$ cat src/smx_pkg.sv
// shared parameters, types and instruction codes for the stack execute unit
package smx_pkg;

  localparam int unsigned StackDepthDef = 256;
  localparam int unsigned ValueWidthDef = 32;
  localparam int unsigned FuncW = 8;
  localparam int unsigned IoW = 32;
  localparam int unsigned DepthOutW = 9;

  // instruction character codes
  localparam logic [7:0] ChSpace = 8'h20;
  localparam logic [7:0] ChTab = 8'h09;
  localparam logic [7:0] ChEast = 8'h3e;
  localparam logic [7:0] ChWest = 8'h3c;
  localparam logic [7:0] ChStop = 8'h40;
  localparam logic [7:0] ChTramp = 8'h23;
  localparam logic [7:0] ChHif = 8'h5f;
  localparam logic [7:0] ChNot = 8'h21;
  localparam logic [7:0] ChAdd = 8'h2b;
  localparam logic [7:0] ChSub = 8'h2d;
  localparam logic [7:0] ChMul = 8'h2a;
  localparam logic [7:0] ChDiv = 8'h2f;
  localparam logic [7:0] ChRem = 8'h25;
  localparam logic [7:0] ChGt = 8'h60;
  localparam logic [7:0] ChPop = 8'h24;
  localparam logic [7:0] ChDup = 8'h3a;
  localparam logic [7:0] ChSwap = 8'h5c;
  localparam logic [7:0] ChInNum = 8'h26;
  localparam logic [7:0] ChInChr = 8'h7e;
  localparam logic [7:0] ChOutNum = 8'h2e;
  localparam logic [7:0] ChOutChr = 8'h2c;
  localparam logic [7:0] ChZero = 8'h30;
  localparam logic [7:0] ChNine = 8'h39;

  localparam logic [1:0] DirKeep = 2'd0;
  localparam logic [1:0] DirEast = 2'd1;
  localparam logic [1:0] DirWest = 2'd2;

  typedef enum logic [3:0] {
    ST_IDLE, ST_RD1, ST_RD2, ST_WAIT1, ST_WAIT2, ST_MUL, ST_DIV, ST_WB1, ST_WB2, ST_OUT
  } smx_state_t;

  typedef struct packed {
    logic start;
    logic want_rem;
  } smx_div_req_t;

endpackage

$ cat src/smx_div.sv
// iterative truncating signed divider, one quotient bit per cycle
module smx_div import smx_pkg::*; #(
  parameter int unsigned Vw = ValueWidthDef
) (
  input  logic          clk,
  input  logic          rst_n,
  input  smx_div_req_t  req,
  input  logic [Vw-1:0] dividend,
  input  logic [Vw-1:0] divisor,
  output logic          done,
  output logic [Vw-1:0] result
);
  localparam int unsigned CntW = $clog2(Vw + 1);

  logic [Vw-1:0]   quo_r, quo_nxt;
  logic [Vw:0]     rem_r, rem_nxt;
  logic [Vw-1:0]   dvs_r, dvs_nxt;
  logic [CntW-1:0] cnt_r, cnt_nxt;
  logic            busy_r, busy_nxt;
  logic            neg_r, neg_nxt;
  logic            zero_r, zero_nxt;
  logic            rem_sel_r, rem_sel_nxt;
  logic            done_r, done_nxt;
  logic [Vw:0]     trial;
  logic [Vw-1:0]   mag_a, mag_b, raw;

  always_comb begin
    mag_a = divisor[Vw-1] ? (~divisor + 1'b1) : divisor;
    mag_b = dividend[Vw-1] ? (~dividend + 1'b1) : dividend;
    trial = {rem_r[Vw-1:0], quo_r[Vw-1]} - {1'b0, dvs_r};
    quo_nxt = quo_r; rem_nxt = rem_r; dvs_nxt = dvs_r; cnt_nxt = cnt_r;
    busy_nxt = busy_r; neg_nxt = neg_r; zero_nxt = zero_r;
    rem_sel_nxt = rem_sel_r; done_nxt = 1'b0;
    if (req.start) begin
      quo_nxt = mag_b; rem_nxt = '0; dvs_nxt = mag_a;
      cnt_nxt = CntW'(Vw); busy_nxt = 1'b1;
      zero_nxt = (divisor == '0); rem_sel_nxt = req.want_rem;
      neg_nxt = req.want_rem ? dividend[Vw-1] : (dividend[Vw-1] ^ divisor[Vw-1]);
    end else if (busy_r) begin
      if (!trial[Vw]) begin
        rem_nxt = trial;
        quo_nxt = {quo_r[Vw-2:0], 1'b1};
      end else begin
        rem_nxt = {rem_r[Vw-1:0], quo_r[Vw-1]};
        quo_nxt = {quo_r[Vw-2:0], 1'b0};
      end
      cnt_nxt = cnt_r - 1'b1;
      if (cnt_r == CntW'(1)) begin
        busy_nxt = 1'b0; done_nxt = 1'b1;
      end
    end
  end

  always_ff @(posedge clk) begin
    if (!rst_n) begin
      busy_r <= 1'b0; done_r <= 1'b0; cnt_r <= '0;
    end else begin
      busy_r <= busy_nxt; done_r <= done_nxt; cnt_r <= cnt_nxt;
    end
    quo_r <= quo_nxt; rem_r <= rem_nxt; dvs_r <= dvs_nxt;
    neg_r <= neg_nxt; zero_r <= zero_nxt; rem_sel_r <= rem_sel_nxt;
  end

  assign raw = rem_sel_r ? rem_r[Vw-1:0] : quo_r;
  assign done = done_r;
  assign result = zero_r ? '0 : (neg_r ? (~raw + 1'b1) : raw);
endmodule

$ cat config.mk
export PLATFORM = sky130hd
export DESIGN_NAME = smx_div
export DESIGN_NICKNAME = d
export VERILOG_FILES = /design/src/smx_pkg.sv /design/src/smx_div.sv
export SDC_FILE = /design/constraint.sdc
export NUM_CORES = 1
export LEC_CHECK = 0
export BUFFER_PORTS_ARGS = -buffer_cell sky130_fd_sc_hd__buf_2
export CORE_UTILIZATION = 54
export CTS_CLUSTER_DIAMETER = 80
export CTS_CLUSTER_SIZE = 24
export DETAILED_ROUTE_END_ITERATION = 6
export PLACE_DENSITY = 0.76
export SYNTH_ARGS = -nofsm -noshare
export SYNTH_HDL_FRONTEND = slang
export SYNTH_SLANG_ARGS = --single-unit
$ cat constraint.sdc
create_clock -name clk -period 3.6 [get_ports clk]
set_input_delay 0.18 -clock clk [delete_from_list [all_inputs] [get_ports clk]]
set_output_delay 0.18 -clock clk [all_outputs]
set_load 0.01 [all_outputs]
==> PnR_summary.wiki <==
{| class="wikitable"
! Metric !! Value
|-
| Netlist Area Pre-Place || ~8500 sq um
|-
| Number of buffers inserted during clock tree synthesis || 9
|-
| Pre-Repair DR Iteration Count || 5
|-
| Switching Share || between 30% and 40%
|-
| Via count of the first global-routing pass || 6,974
|-
| Global-route wire length before repair || 32.15 mm
|-
| Antenna Diode Count || 0
|-
| Cell type of the slowest stage on the worst timing path || sky130_fd_sc_hd__edfxtp_1
|-
| Number of slew-limit violations in the final report || 0
|-
| Max Buffers Root-to-Sink || 2
|-
| Number of failing hold endpoints at the final stage || 0
|-
| Clock transition time at the flip-flop clock pins of the worst setup and hold paths || 0.08 ns
|-
| CTS tree || yes
|-
| GRT Overall Usage || 24.80%
|-
| TritonCTS sink count || 107
|-
| Number of routed nets with antenna violations || 0
|-
| Commonest cells after routing, fill and taps aside || sky130_fd_sc_hd__nor2_1, sky130_fd_sc_hd__buf_2, sky130_fd_sc_hd__a21oi_1, sky130_fd_sc_hd__xnor2_1, sky130_fd_sc_hd__edfxtp_1
|-
| Post-synth EDFFs || 67
|-
| Peak supply drop || slightly below 0.3 mV
|-
| PwrDens || 401.9 nW/um^2
|-
| Post-Route WL || 19.99 mm
|-
| Row count || 45
|-
| Total power draw || approximately 4 mW
|-
| Overall die area || 16,310 sq um
|-
| Via/cell ratio || 5.708
|-
| Placement Cell Area || 9309 sq um
|-
| Endpoint class of the critical path || register
|-
| Distinct cell type count of the synthesized netlist || 67
|-
| Most used cell along the critical path || sky130_fd_sc_hd__buf_4
|-
| # DRC || 0
|-
| Leakage power total || 4.097 nW
|-
| I/O pins || 101
|-
| Most frequent standard cell in the layout excluding fill and tap cells || sky130_fd_sc_hd__nor2_1
|-
| Hold slack || 0.06029 ns
|-
| Relative contribution of sequential cells to total power || 39.7%
|-
| Pin count of the biggest net entering global routing || 37
|-
| Slew at the pin with the worst max-slew slack || 1.196 ns
|-
| Effective utilization at floorplan || 55.74%
|-
| Critical path peak fanout || 7
|-
| Maximum clock frequency || just under 0.3 GHz
|-
| Start-to-end type of the worst setup path || register to register
|-
| Post-Route Skew || ~0.0086 ns
|-
| RSZ-0062 raised after global routing || yes
|-
| Master cell of the clock root buffer || sky130_fd_sc_hd__clkbuf_16
|-
| R2R depth || 15
|-
| Number of placed cells counting well taps || 1,304
|-
| Utilization after layout || 63.55%
|-
| Final global-route overflow total || 0
|-
| H-tree levels || 3
|-
| Max-cap violations || 0
|-
| Share of the yosys chip area belonging to registers || between 30% and 40%
|-
| Count of yosys warnings during synthesis || 0
|-
| Syn Inst Count || between 1,000 and 1,500
|-
| Initial antenna violation count || 0
|-
| Worst EP arrival || 3.76 ns
|-
| Fraction of power consumed by the clock network || 26.6%
|-
| DIE WIDTH || 127.7 microns
|-
| Number of nets in the synthesized netlist || 1,122
|-
| Worst Hold Class || input port to register
|-
| Pre-CTS setup slack || 0.09458 ns
|-
| WHS Path Cells || 2
|-
| CP peak stage delay || about 0.36 ns
|-
| Height of the die || 127.7 microns
|-
| Worst Setup Slack, final || 0.1305 ns
|-
| Mean instance size in the synthesized netlist || 8.401 sq um
|-
| Most common flop cell mapped by yosys || sky130_fd_sc_hd__edfxtp_1
|-
| Int Power || 2.575 mW
|-
| Total number of vias || 7,591
|-
| Source-to-sink clock delay at the later pin of the worst-skew pair || approximately 0.36 ns
|-
| Routability Congestion || 0.9018
|-
| Post-layout min period || 3.469 ns
|-
| Quantity of I/O buffers inserted on ports || 100
|-
| Flip-flop and latch count after synthesis || 107
|-
| Cells along the critical path || inv_1 > ha_1 > fa_2 > nand2b_1 > a21o_1 > a211oi_2 > a21oi_2 > o41ai_4 > buf_4 > a2111o_1 > o211ai_4 > buf_4 > a211oi_1 > nand4_1 > a31oi_1
|-
| Crit start category || register
|-
| Estimated wirelength of the detail-placed design || around 15 mm
|-
| Area Overhead vs Synth || 14.01%
|-
| Design area || 9732 sq um
|-
| DR WL/cell || 15.03 microns
|-
| Run status || completed
|-
| Area of the core || around 15,000 sq um
|-
| First DRT Iteration DRCs || 410
|-
| Worst path required time || 3.89 ns
|-
| Filler-free cell count of the finished design || about 1,300
|-
| Max_slew headroom || 20.26%
|-
| Fraction of layout cells with a size suffix above 1 || around 16%
|-
| Combinational cell fraction of total power || 33.7%
|-
| Final setup violation count || 0
|-
| Async set-or-reset flop fraction in the synthesized netlist || 0%
|-
| Final-layout setup total negative slack || 0 ns
|-
| Net Switching || 1.336 mW
|-
| Final net count || 1,220
|-
| Final critical-path share of the clock period || 96.37%
|}
registers in the layout, summed over array words and instances (netlist names):
| register | cells |
|---|---|
| busy_r | 1 |
| cnt_r | 6 |
| done | 1 |
| dvs_r | 32 |
| neg_r | 1 |
| quo_r | 32 |
| rem_r | 32 |
| rem_sel_r | 1 |
| zero_r | 1 |
final cells by class:
class	count	area, sq um
sequential	107	2814
fill	1405	5583
multi-input combinational	813	5369
timing repair buffer	135	802.0
clock buffer	11	242.7
inverter	48	180.2
tap	211	264.0
clock inverter	5	60.06
logic make-up (layout without fill, tap and decap cells):
| kind of cell | count (synthesis) | count (layout) | share of synthesized area [%] |
|---|---|---|---|
| simple gates | 349 | 349 | 19.23 |
| compound gates | 260 | 261 | 19.85 |
| xor+xnor | 117 | 117 | 12.01 |
| flops | 107 | 107 | 32.95 |
| buf+inv | 97 | 199 | 4.588 |
| mux | 48 | 48 | 5.717 |
| fa+ha+maj | 38 | 38 | 5.658 |
per-layer routing:
layer | up-vias | GRT usage (%) | share of wire, %
met5 | - | 0 | 0
met3 | 45 | 4.090 | 3.6
met4 | 0 | 11.00 | 3.2
met1 | 3559 | 28.97 | 42
li1 | 3838 | - | -
met2 | 149 | 44.60 | 52
what timing repair did:
| action | 4_1_cts | 5_1_grt |
|---|---|---|
| hold buffers | 1 | 0 |
| endpoints found under the setup margin | 0 | 29 |
| endpoints found under the hold margin | 1 | 0 |
| buffers inserted | 0 | 7 |
| resized for setup | 0 | 6 |
power by group through the flow:
stage          Clock, mW  Sequential [mW]  Combinational, mW
5_1_grt             1.10             1.57               1.46
3_3_place_gp           0             1.58               1.27
6_report            1.04             1.55               1.32
2_1_floorplan          0             1.53              0.953
3_5_place_dp           0             1.58               1.28
4_1_cts             1.06             1.55               1.29
cells in the mapped netlist (all sizes together), types with 16 or more instances:
library cell	n	area [sq um]
ha	37	462.9
mux2i	42	420.4
nor2	154	578.1
dfxtp	40	800.8
a21oi	92	464.2
clkbuf	34	127.6
nand2b	19	118.9
xor2	49	429.2
edfxtp	67	2012
o31ai	23	196.4
a211oi	33	257.7
inv	48	180.2
nand2	67	251.5
nor3	29	150.1
o21ai	48	240.2
a21o	16	120.1
xnor2	68	595.6
critical path, delay by kind of cell, from the launching register on:
family | cells | cell delay (ns)
DFF | 1 | 0.36
adders and majority gates | 2 | 0.57
AOI/OAI and AO/OA | 8 | 1.70
and+or+nand+nor | 2 | 0.29
buffers and inverters | 3 | 0.47
worst paths after layout:
path         slack (ns)      start        end
max                0.13  quo_r[31]  rem_r[29]
max reg2reg        0.13  quo_r[31]  rem_r[29]
min                0.06      rst_n   cnt_r[5]
min reg2reg        0.49   cnt_r[0]   cnt_r[0]
No activity file was read; power rests on OpenSTA's default activity.
